==> src/rtl/core/cpas_pkg.sv <==
// ----------------------------------------------------------------------------
// cpas_pkg
// Fixed widths and reset constants of the capture tachometer block.
// ----------------------------------------------------------------------------
package cpas_pkg;

    // Width of the reported average period.
    localparam int AVG_W = 16;

    // Width of the tick rate register and of the speed result (Q24.8).
    localparam int RATE_W = 32;

    // Tick rate after reset: 39062.5 Hz in Q24.8.
    localparam logic [RATE_W-1:0] TICK_RATE_RESET = 32'd10000000;

endpackage

==> src/rtl/core/cpas_div.sv <==
// ----------------------------------------------------------------------------
// cpas_div
// Restoring divider that produces one quotient bit per cycle.
// ----------------------------------------------------------------------------
module cpas_div #(
    parameter int DVD_W = 32,
    parameter int DVS_W = 16
) (
    input  logic             i_clk,
    input  logic             i_rst_n,
    input  logic             i_start,
    input  logic [DVD_W-1:0] i_dividend,
    input  logic [DVS_W-1:0] i_divisor,
    output logic             o_done,
    output logic [DVD_W-1:0] o_quotient
);

    localparam int CNT_W = $clog2(DVD_W + 1);

    logic [CNT_W-1:0] r_cnt;
    logic             r_done;
    logic [DVD_W-1:0] r_quo;
    logic [DVS_W-1:0] r_rem;
    logic [DVS_W-1:0] r_dvs;

    logic [DVS_W:0]   trial;
    logic [DVS_W:0]   diff;
    logic             ge;
    logic [DVS_W-1:0] n_rem;

    // One restoring step: bring down the next dividend bit and try the divisor.
    always_comb begin
        trial = {r_rem, r_quo[DVD_W-1]};
        diff  = trial - {1'b0, r_dvs};
        ge    = (trial >= {1'b0, r_dvs});
        n_rem = ge ? diff[DVS_W-1:0] : trial[DVS_W-1:0];
    end

    // Step counter and the done pulse after the last step.
    always_ff @(posedge i_clk) begin
        if (!i_rst_n) begin
            r_cnt  <= '0;
            r_done <= 1'b0;
        end else begin
            r_done <= (r_cnt == CNT_W'(1));
            if (i_start) begin
                r_cnt <= CNT_W'(DVD_W);
            end else if (r_cnt != '0) begin
                r_cnt <= r_cnt - CNT_W'(1);
            end
        end
    end

    // The dividend shifts out at the top while quotient bits shift in below.
    always_ff @(posedge i_clk) begin
        if (i_start) begin
            r_quo <= i_dividend;
            r_rem <= '0;
            r_dvs <= i_divisor;
        end else if (r_cnt != '0) begin
            r_quo <= {r_quo[DVD_W-2:0], ge};
            r_rem <= n_rem;
        end
    end

    assign o_done     = r_done;
    assign o_quotient = r_quo;

endmodule

==> src/rtl/core/capture_period_average_speed_top.sv <==
// ----------------------------------------------------------------------------
// capture_period_average_speed_top
// Tachometer that averages input-capture periods and converts them to speed.
// ----------------------------------------------------------------------------
// Each accepted item is a timer stamp; the period since the previous stamp
// (zero after reset) is formed modulo 2^STAMP_BITS and added to a running sum
// bit-serially over SUM_W = STAMP_BITS + clog2(WINDOW) bits; no new item is
// taken until the sum is done. Every WINDOW-th item then drives the shared
// bit-serial divider twice, first for sum / WINDOW and then for tick_rate_q8 /
// average, with a dividend width of DVD_W = max(SUM_W, 32), and the input
// opens again when that item's result is registered.
// A zero average yields a saturated speed and a set divide_fault.
// The result waits in an output register; the next item is accepted while it
// waits, and only the next result stalls until it has been taken.
// ----------------------------------------------------------------------------
module capture_period_average_speed_top #(
    parameter int WINDOW     = 16,
    parameter int STAMP_BITS = 16
) (
    input  logic                         i_clk,
    input  logic                         i_rst_n,
    input  logic                         i_cfg_we,
    input  logic [cpas_pkg::RATE_W-1:0]  i_cfg_data,
    input  logic                         i_in_valid,
    output logic                         o_in_ready,
    input  logic [STAMP_BITS-1:0]        i_capture_stamp,
    output logic                         o_out_valid,
    input  logic                         i_out_ready,
    output logic [cpas_pkg::AVG_W-1:0]   o_average_period,
    output logic [cpas_pkg::RATE_W-1:0]  o_speed_q8,
    output logic                         o_divide_fault
);

    import cpas_pkg::*;

    localparam int SUM_W = STAMP_BITS + $clog2(WINDOW);
    localparam int BIT_W = $clog2(SUM_W);
    localparam int CNT_W = $clog2(WINDOW);
    localparam int DVD_W = (SUM_W > RATE_W) ? SUM_W : RATE_W;
    localparam int WIN_W = $clog2(WINDOW + 1);
    localparam int DVS_W = (STAMP_BITS > WIN_W) ? STAMP_BITS : WIN_W;

    localparam logic [2:0] ST_IDLE    = 3'd0;
    localparam logic [2:0] ST_ACC     = 3'd1;
    localparam logic [2:0] ST_DIV_AVG = 3'd2;
    localparam logic [2:0] ST_DIV_SPD = 3'd3;
    localparam logic [2:0] ST_LOAD    = 3'd4;

    logic [2:0]            r_state;
    logic [RATE_W-1:0]     r_tick_rate;
    logic [STAMP_BITS-1:0] r_prev;
    logic [SUM_W-1:0]      r_sum_sh;
    logic                  r_borrow;
    logic                  r_carry;
    logic [BIT_W-1:0]      r_bit;
    logic [CNT_W-1:0]      r_count;
    logic                  r_div_start;
    logic                  r_out_valid;

    logic [STAMP_BITS-1:0] r_a_sh;
    logic [STAMP_BITS-1:0] r_b_sh;
    logic [STAMP_BITS-1:0] r_avg;
    logic [RATE_W-1:0]     r_spd;
    logic [AVG_W-1:0]      r_out_avg;
    logic [RATE_W-1:0]     r_out_spd;
    logic                  r_out_fault;

    logic                  in_accept;
    logic                  out_free;
    logic                  in_range;
    logic                  a_bit;
    logic                  b_bit;
    logic                  diff_bit;
    logic                  n_borrow;
    logic                  per_bit;
    logic                  sum_bit;
    logic                  n_carry;
    logic                  last_bit;
    logic                  avg_zero;

    logic [DVD_W-1:0]      div_dividend;
    logic [DVS_W-1:0]      div_divisor;
    logic                  div_done;
    logic [DVD_W-1:0]      div_quotient;

    assign in_accept = i_in_valid && o_in_ready;
    assign out_free  = !r_out_valid || i_out_ready;
    assign last_bit  = (r_bit == BIT_W'(SUM_W - 1));
    assign avg_zero  = (r_avg == '0);

    // Serial subtract of the previous stamp and serial add into the sum.
    // Above the stamp width the period is masked to zero.
    always_comb begin
        a_bit    = r_a_sh[0];
        b_bit    = r_b_sh[0];
        in_range = (r_bit < BIT_W'(STAMP_BITS));
        diff_bit = a_bit ^ b_bit ^ r_borrow;
        n_borrow = (~a_bit & b_bit) | (~(a_bit ^ b_bit) & r_borrow);
        per_bit  = in_range & diff_bit;
        sum_bit  = r_sum_sh[0] ^ per_bit ^ r_carry;
        n_carry  = (r_sum_sh[0] & per_bit) | (r_carry & (r_sum_sh[0] ^ per_bit));
    end

    // The shared divider first averages the sum, then divides the tick rate.
    always_comb begin
        if (r_state == ST_DIV_AVG) begin
            div_dividend = DVD_W'(r_sum_sh);
            div_divisor  = DVS_W'(WINDOW);
        end else begin
            div_dividend = DVD_W'(r_tick_rate);
            div_divisor  = DVS_W'(r_avg);
        end
    end

    cpas_div #(
        .DVD_W(DVD_W),
        .DVS_W(DVS_W)
    ) u_div (
        .i_clk      (i_clk),
        .i_rst_n    (i_rst_n),
        .i_start    (r_div_start),
        .i_dividend (div_dividend),
        .i_divisor  (div_divisor),
        .o_done     (div_done),
        .o_quotient (div_quotient)
    );

    // Sequencer, accumulator state and configuration register.
    always_ff @(posedge i_clk) begin
        if (!i_rst_n) begin
            r_state     <= ST_IDLE;
            r_tick_rate <= TICK_RATE_RESET;
            r_prev      <= '0;
            r_sum_sh    <= '0;
            r_borrow    <= 1'b0;
            r_carry     <= 1'b0;
            r_bit       <= '0;
            r_count     <= '0;
            r_div_start <= 1'b0;
            r_out_valid <= 1'b0;
        end else begin
            // A divide starts after the last sum bit of a window and after the average.
            r_div_start <= ((r_state == ST_ACC) && last_bit &&
                            (r_count == CNT_W'(WINDOW - 1))) ||
                           ((r_state == ST_DIV_AVG) && div_done);
            if (i_cfg_we) begin
                r_tick_rate <= i_cfg_data;
            end
            // The output register fills from the load state and empties when taken.
            if (r_state == ST_LOAD && out_free) begin
                r_out_valid <= 1'b1;
            end else if (i_out_ready) begin
                r_out_valid <= 1'b0;
            end
            unique case (r_state)
                ST_IDLE: begin
                    if (in_accept) begin
                        r_prev   <= i_capture_stamp;
                        r_borrow <= 1'b0;
                        r_carry  <= 1'b0;
                        r_bit    <= '0;
                        r_state  <= ST_ACC;
                    end
                end
                ST_ACC: begin
                    r_sum_sh <= {sum_bit, r_sum_sh[SUM_W-1:1]};
                    r_borrow <= n_borrow;
                    r_carry  <= n_carry;
                    r_bit    <= r_bit + BIT_W'(1);
                    if (last_bit) begin
                        if (r_count == CNT_W'(WINDOW - 1)) begin
                            r_count <= '0;
                            r_state <= ST_DIV_AVG;
                        end else begin
                            r_count <= r_count + CNT_W'(1);
                            r_state <= ST_IDLE;
                        end
                    end
                end
                ST_DIV_AVG: begin
                    // The divider has taken the sum, so the next window starts clean.
                    if (r_div_start) begin
                        r_sum_sh <= '0;
                    end
                    if (div_done) begin
                        r_state <= ST_DIV_SPD;
                    end
                end
                ST_DIV_SPD: begin
                    if (div_done) begin
                        r_state <= ST_LOAD;
                    end
                end
                ST_LOAD: begin
                    if (out_free) begin
                        r_state <= ST_IDLE;
                    end
                end
                default: begin
                    r_state <= ST_IDLE;
                end
            endcase
        end
    end

    // Datapath shift registers, quotients and the output register.
    always_ff @(posedge i_clk) begin
        if (r_state == ST_IDLE && in_accept) begin
            r_a_sh <= i_capture_stamp;
            r_b_sh <= r_prev;
        end else if (r_state == ST_ACC) begin
            r_a_sh <= {1'b0, r_a_sh[STAMP_BITS-1:1]};
            r_b_sh <= {1'b0, r_b_sh[STAMP_BITS-1:1]};
        end
        if (r_state == ST_DIV_AVG && div_done) begin
            r_avg <= div_quotient[STAMP_BITS-1:0];
        end
        if (r_state == ST_DIV_SPD && div_done) begin
            r_spd <= div_quotient[RATE_W-1:0];
        end
        if (r_state == ST_LOAD && out_free) begin
            r_out_avg   <= AVG_W'(r_avg);
            r_out_spd   <= avg_zero ? '1 : r_spd;
            r_out_fault <= avg_zero;
        end
    end

    assign o_in_ready       = (r_state == ST_IDLE);
    assign o_out_valid      = r_out_valid;
    assign o_average_period = r_out_avg;
    assign o_speed_q8       = r_out_spd;
    assign o_divide_fault   = r_out_fault;

endmodule

==> config.mk <==
export PLATFORM = sky130hd
export DESIGN_NAME = capture_period_average_speed_top
export DESIGN_NICKNAME = d
export VERILOG_FILES = /design/src/rtl/core/cpas_pkg.sv /design/src/rtl/core/cpas_div.sv /design/src/rtl/core/capture_period_average_speed_top.sv
export SDC_FILE = /design/constraint.sdc
export NUM_CORES = 1
export LEC_CHECK = 0
export ABC_CLOCK_PERIOD_IN_PS = 3750
export BUFFER_PORTS_ARGS = -buffer_cell sky130_fd_sc_hd__buf_2
export CORE_ASPECT_RATIO = 1.75
export CORE_MARGIN = 8
export CORE_UTILIZATION = 40
export CTS_BUF_LIST = sky130_fd_sc_hd__clkbuf_4
export DETAILED_ROUTE_END_ITERATION = 12
export PLACE_DENSITY_LB_ADDON = 0.15
export SYNTH_ARGS = -nofsm -noshare
export SYNTH_HDL_FRONTEND = slang
export SYNTH_HIERARCHICAL = 1
export SYNTH_SLANG_ARGS = --single-unit
==> constraint.sdc <==
create_clock -name i_clk -period 3.75 [get_ports i_clk]
set_clock_uncertainty 0.1 [all_clocks]
set_input_delay 0.75 -clock i_clk [delete_from_list [all_inputs] [get_ports i_clk]]
set_output_delay 0.75 -clock i_clk [all_outputs]
set_load 0.05 [all_outputs]
==> impl_metrics.prom <==
# TYPE chip_impl_metric gauge
chip_impl_metric{name="holdBufCountCts",unit=""} 0
chip_impl_metric{name="drt-vias-per-instance",unit=""} 5.062
chip_impl_metric{name="pre_cts_slack",unit="ps"} 675.3
chip_impl_metric{name="setup_tns",unit="ps"} 0
chip_impl_metric{name="average_routed_wire_per_standard_cell",unit="µm"} 17.74
chip_impl_metric{name="holdPathStages",unit=""} 3
chip_impl_metric{name="nFillCells",unit=""} 2806
chip_impl_metric{name="number_of_setup_violations_in_the_final_report",unit=""} 0
chip_impl_metric{name="yosysSeqAreaShare",unit=""} 0.6274
chip_impl_metric{name="postPlaceCellArea",unit="µm²"} 12830
chip_impl_metric{name="maxSlewViolCount",unit=""} 0
chip_impl_metric{name="critical_path_peak_fanout",unit=""} 16
chip_impl_metric{name="post-route-cell-area",unit="µm²"} 13770
chip_impl_metric{name="die_y",unit="µm"} 244.0
chip_impl_metric{name="port_buffers",unit=""} 103
chip_impl_metric{name="ys_seq_elements",unit=""} 284
chip_impl_metric{name="worstSkewPairLatency",unit="ps"} 740
chip_impl_metric{name="drt_drc_violations_left",unit=""} 0
chip_impl_metric{name="grt-ovfl-total",unit=""} 0
chip_impl_metric{name="drt_wl_total",unit="mm"} 27.42
chip_impl_metric{name="die_area",unit="µm²"} 35710
chip_impl_info{name="hold_ep",value="r_tick_rate[19]$_SDFFE_PN1P_"} 1
chip_impl_metric{name="synth.top_cell.area_share",unit=""} 0.4472
chip_impl_metric{name="reg2reg_slack",unit="ps"} 650
chip_impl_metric{name="cp_data_required_time",unit="ps"} 4260
chip_impl_metric{name="synthArstFlopShare",unit=""} 0
chip_impl_metric{name="max_slew_margin",unit=""} 0.2383
chip_impl_metric{name="power_density",unit="nW/µm²"} 665.4
chip_impl_metric{name="place_congestion",unit=""} 0.8577
chip_impl_metric{name="antenna_found_initial",unit=""} 2
chip_impl_metric{name="boundaryPins",unit=""} 104
chip_impl_metric{name="ys_warn_count",unit=""} 6
chip_impl_info{name="synth_top_area_cell",value="sky130_fd_sc_hd__edfxtp_1"} 1
chip_impl_info{name="setup.worst_path.start_class",value="flip-flop"} 1
chip_impl_info{name="cts-root-buf",value="sky130_fd_sc_hd__clkbuf_4"} 1
chip_impl_metric{name="routed-via-count",unit=""} 7826
chip_impl_metric{name="starting_utilization_of_the_core_area",unit=""} 0.4059
chip_impl_metric{name="clockBufferDepth",unit=""} 3
chip_impl_metric{name="grt_pass1_vias",unit=""} 8254
chip_impl_metric{name="synth.net_count",unit=""} 1038
chip_impl_metric{name="hpwl",unit="mm"} 18.93
chip_impl_metric{name="worst_slew_pin_slew",unit="ps"} 1142
chip_impl_metric{name="numClockSinks",unit=""} 284
chip_impl_metric{name="dr.first_iter.drc_count",unit=""} 307
chip_impl_metric{name="area_occupied_by_multi_input_gates",unit="µm²"} 4121
chip_impl_metric{name="finalNetCount",unit=""} 1182
chip_impl_metric{name="synth_cell_types",unit=""} 72
chip_impl_metric{name="number_of_setup_buffers_added_after_cts",unit=""} 0
chip_impl_metric{name="synthCells",unit=""} 962
chip_impl_metric{name="antenna_left",unit=""} 0
chip_impl_metric{name="timing.fmax",unit="MHz"} 323.1
chip_impl_metric{name="worst-endpoint-arrival",unit="ps"} 3610
chip_impl_metric{name="grt_first_pass_wirelength",unit="mm"} 43.37
chip_impl_metric{name="finalCritPeriodShare",unit=""} 0.8254
chip_impl_metric{name="drt_pre_antenna_iters",unit=""} 5
chip_impl_info{name="timing.critical_path.to_type",value="flip-flop"} 1
chip_impl_metric{name="drive_above_1_share",unit=""} 0.2616
chip_impl_metric{name="layout.core_utilization",unit=""} 0.4701
chip_impl_metric{name="layout.area.seq",unit="µm²"} 7458
chip_impl_info{name="post_synth_main_area_contributors",value="sky130_fd_sc_hd__edfxtp_1 45%, sky130_fd_sc_hd__dfxtp_1 18%, sky130_fd_sc_hd__mux2_2 4.9%"} 1
chip_impl_metric{name="floorplan.die.width",unit="µm"} 146.3
chip_impl_metric{name="core_area",unit="µm²"} 29290
chip_impl_info{name="outcome",value="finished clean"} 1
chip_impl_metric{name="synth_area_per_cell",unit="µm²"} 12.36
chip_impl_metric{name="totalPowerFinal",unit="mW"} 9.162
chip_impl_info{name="critPathKind",value="reg2reg"} 1
chip_impl_info{name="regToRegEndpoint",value="u_div/r_rem[12]$_SDFFE_PP0P_"} 1
chip_impl_metric{name="cts_max_level",unit=""} 3
chip_impl_metric{name="final.min_clock_period",unit="ps"} 3095
chip_impl_info{name="hold_path_startpoint",value="i_cfg_data[19]"} 1
chip_impl_info{name="rsz_0062_raised_after_global_routing",value="no"} 1
chip_impl_metric{name="synth_enable_flop_cells",unit=""} 177
chip_impl_metric{name="syn_to_final_growth",unit="%"} 15.83
chip_impl_metric{name="setup_ws_post_layout",unit="ps"} 654.8
chip_impl_metric{name="worst_r2r_path_depth",unit=""} 9
chip_impl_metric{name="track_usage",unit=""} 0.1540
chip_impl_metric{name="post-place-cells",unit=""} 1417
chip_impl_info{name="cts_tree",value="yes"} 1
chip_impl_metric{name="postCtsResizedCells",unit=""} 0
chip_impl_metric{name="numCtsBuffers",unit=""} 69
chip_impl_metric{name="timing.hold.ws",unit="ps"} 127.0
chip_impl_metric{name="peakVddDrop",unit="mV"} 0.2550
chip_impl_metric{name="p_leak",unit="nW"} 5.540
chip_impl_metric{name="core.rowCount",unit=""} 83
chip_impl_info{name="ys_dominant_reg_cell",value="sky130_fd_sc_hd__edfxtp_1"} 1
chip_impl_info{name="min-delay-path-class",value="in2reg"} 1
chip_impl_metric{name="drv_cap",unit=""} 0
chip_impl_metric{name="final-instance-count-excl-fill",unit=""} 1546
chip_impl_metric{name="largest_net_degree_at_the_start_of_global_routing",unit=""} 51
chip_impl_metric{name="clk_pin_slew_worst_paths",unit="ps"} 70
chip_impl_metric{name="synthesis.area",unit="µm²"} 11890
chip_impl_metric{name="hold_viol_final",unit=""} 0
chip_impl_info{name="reg2reg_from",value="u_div/r_dvs[14]$_DFFE_PP_"} 1
-- cell usage after synthesis, types with 20 or more instances --
cell type / instances
sky130_fd_sc_hd__a21oi_1: 29
sky130_fd_sc_hd__a32o_1: 20
sky130_fd_sc_hd__clkbuf_1: 29
sky130_fd_sc_hd__dfxtp_1: 107
sky130_fd_sc_hd__edfxtp_1: 177
sky130_fd_sc_hd__ha_1: 20
sky130_fd_sc_hd__inv_1: 28
sky130_fd_sc_hd__mux2_2: 52
sky130_fd_sc_hd__mux2i_1: 42
sky130_fd_sc_hd__nand2_1: 142
sky130_fd_sc_hd__nand2b_1: 44
sky130_fd_sc_hd__nand3_1: 20
sky130_fd_sc_hd__nor2_1: 52
sky130_fd_sc_hd__nor2b_1: 33
-- how the worst max path moves through the flow --
stage                              startpoint                            end  slack [ps]  depth (start not counted)
finish              u_div/r_dvs[14]$_DFFE_PP_   u_div/r_rem[12]$_SDFFE_PP0P_         650                          9
global route        u_div/r_dvs[14]$_DFFE_PP_   u_div/r_rem[12]$_SDFFE_PP0P_         490                          9
CTS                 u_div/r_dvs[14]$_DFFE_PP_   u_div/r_rem[12]$_SDFFE_PP0P_         660                          9
detailed placement  u_div/r_dvs[14]$_DFFE_PP_   u_div/r_rem[12]$_SDFFE_PP0P_         680                          9
global placement    u_div/r_dvs[14]$_DFFE_PP_   u_div/r_rem[15]$_SDFFE_PP0P_         680                          9
floorplan                         i_out_ready  o_average_period[0]$_DFFE_PP_         320                          2
-- final cells by class --
cell class	instances	share of cell area
clock buffer	105	0.05725
timing repair buffer	123	0.04835
antenna	2	0.0003635
inverter	28	0.007634
sequential	284	0.5417
tap	382	0.03471
clock inverter	22	0.01063
multi-input combinational	600	0.2993
-- worst max-delay path, cell delays in order (launching register included) --
cell	delay, ps
sky130_fd_sc_hd__edfxtp_1	320
sky130_fd_sc_hd__inv_1	40
sky130_fd_sc_hd__ha_1	360
sky130_fd_sc_hd__a21o_1	280
sky130_fd_sc_hd__a211oi_4	420
sky130_fd_sc_hd__nand2_4	90
sky130_fd_sc_hd__o41ai_4	750
sky130_fd_sc_hd__buf_4	340
sky130_fd_sc_hd__nand2b_1	170
sky130_fd_sc_hd__o21ai_1	80
-- cells by family (layout without fill, tap and decap cells) --
family	count (synthesis)	after routing	share of synthesized area
AO/OA/AOI/OAI	128	128	0.08253
XOR/XNOR	14	14	0.01032
adder cells (fa/ha/maj)	23	23	0.02611
buffers and inverters	78	278	0.02768
flip-flops	284	284	0.6274
multiplexers	94	94	0.08463
other	0	2	0
AND/OR/NAND/NOR	341	341	0.1414
-- power by group --
group / total [mW] / internal, mW / switching (mW)
Sequential: 4.22 / 3.94 / 0.286
Combinational: 2.29 / 0.959 / 1.33
Clock: 2.65 / 1.43 / 1.22
Total: 9.16 / 6.32 / 2.84
-- metal layers --
metal | track usage | part of all wire | vias up
met2 | 0.2846 | 0.54 | 185
met1 | 0.1534 | 0.38 | 3785
met4 | 0.08524 | 0.032 | 0
met3 | 0.04050 | 0.047 | 60
met5 | 0 | 0 | -
li1 | - | - | 3796
-- placed cells by master (no fill, tap or decap), drive strengths merged, types with 4 or more instances in the layout --
master,count
a31oi,5
nor3,9
mux2,52
o21ai,14
nor4,5
nor2b,33
nand2,144
ha,20
clkbuf,105
nor3b,4
buf,123
a21oi,29
and3,6
mux2i,42
xnor2,8
dfxtp,107
a21o,9
nor2,52
a311oi,5
a21boi,4
inv,32
o21a,7
nand2b,44
a32o,20
and2,4
a211oi,9
edfxtp,177
xor2,6
clkinv,15
nand3,20
-- sequential cells by signal, summed over array words and instances, names as in the netlist, 3 cells and up --
| register | cells |
|---|---|
| o_average_period | 16 |
| o_speed_q8 | 32 |
| r_a_sh | 16 |
| r_avg | 16 |
| r_b_sh | 16 |
| r_bit | 5 |
| r_count | 4 |
| r_prev | 16 |
| r_spd | 32 |
| r_state | 3 |
| r_sum_sh | 20 |
| r_tick_rate | 32 |
| u_div/o_quotient | 32 |
| u_div/r_cnt | 6 |
| u_div/r_dvs | 16 |
| u_div/r_rem | 16 |
Note: power is estimated with default switching activity, not from simulation.
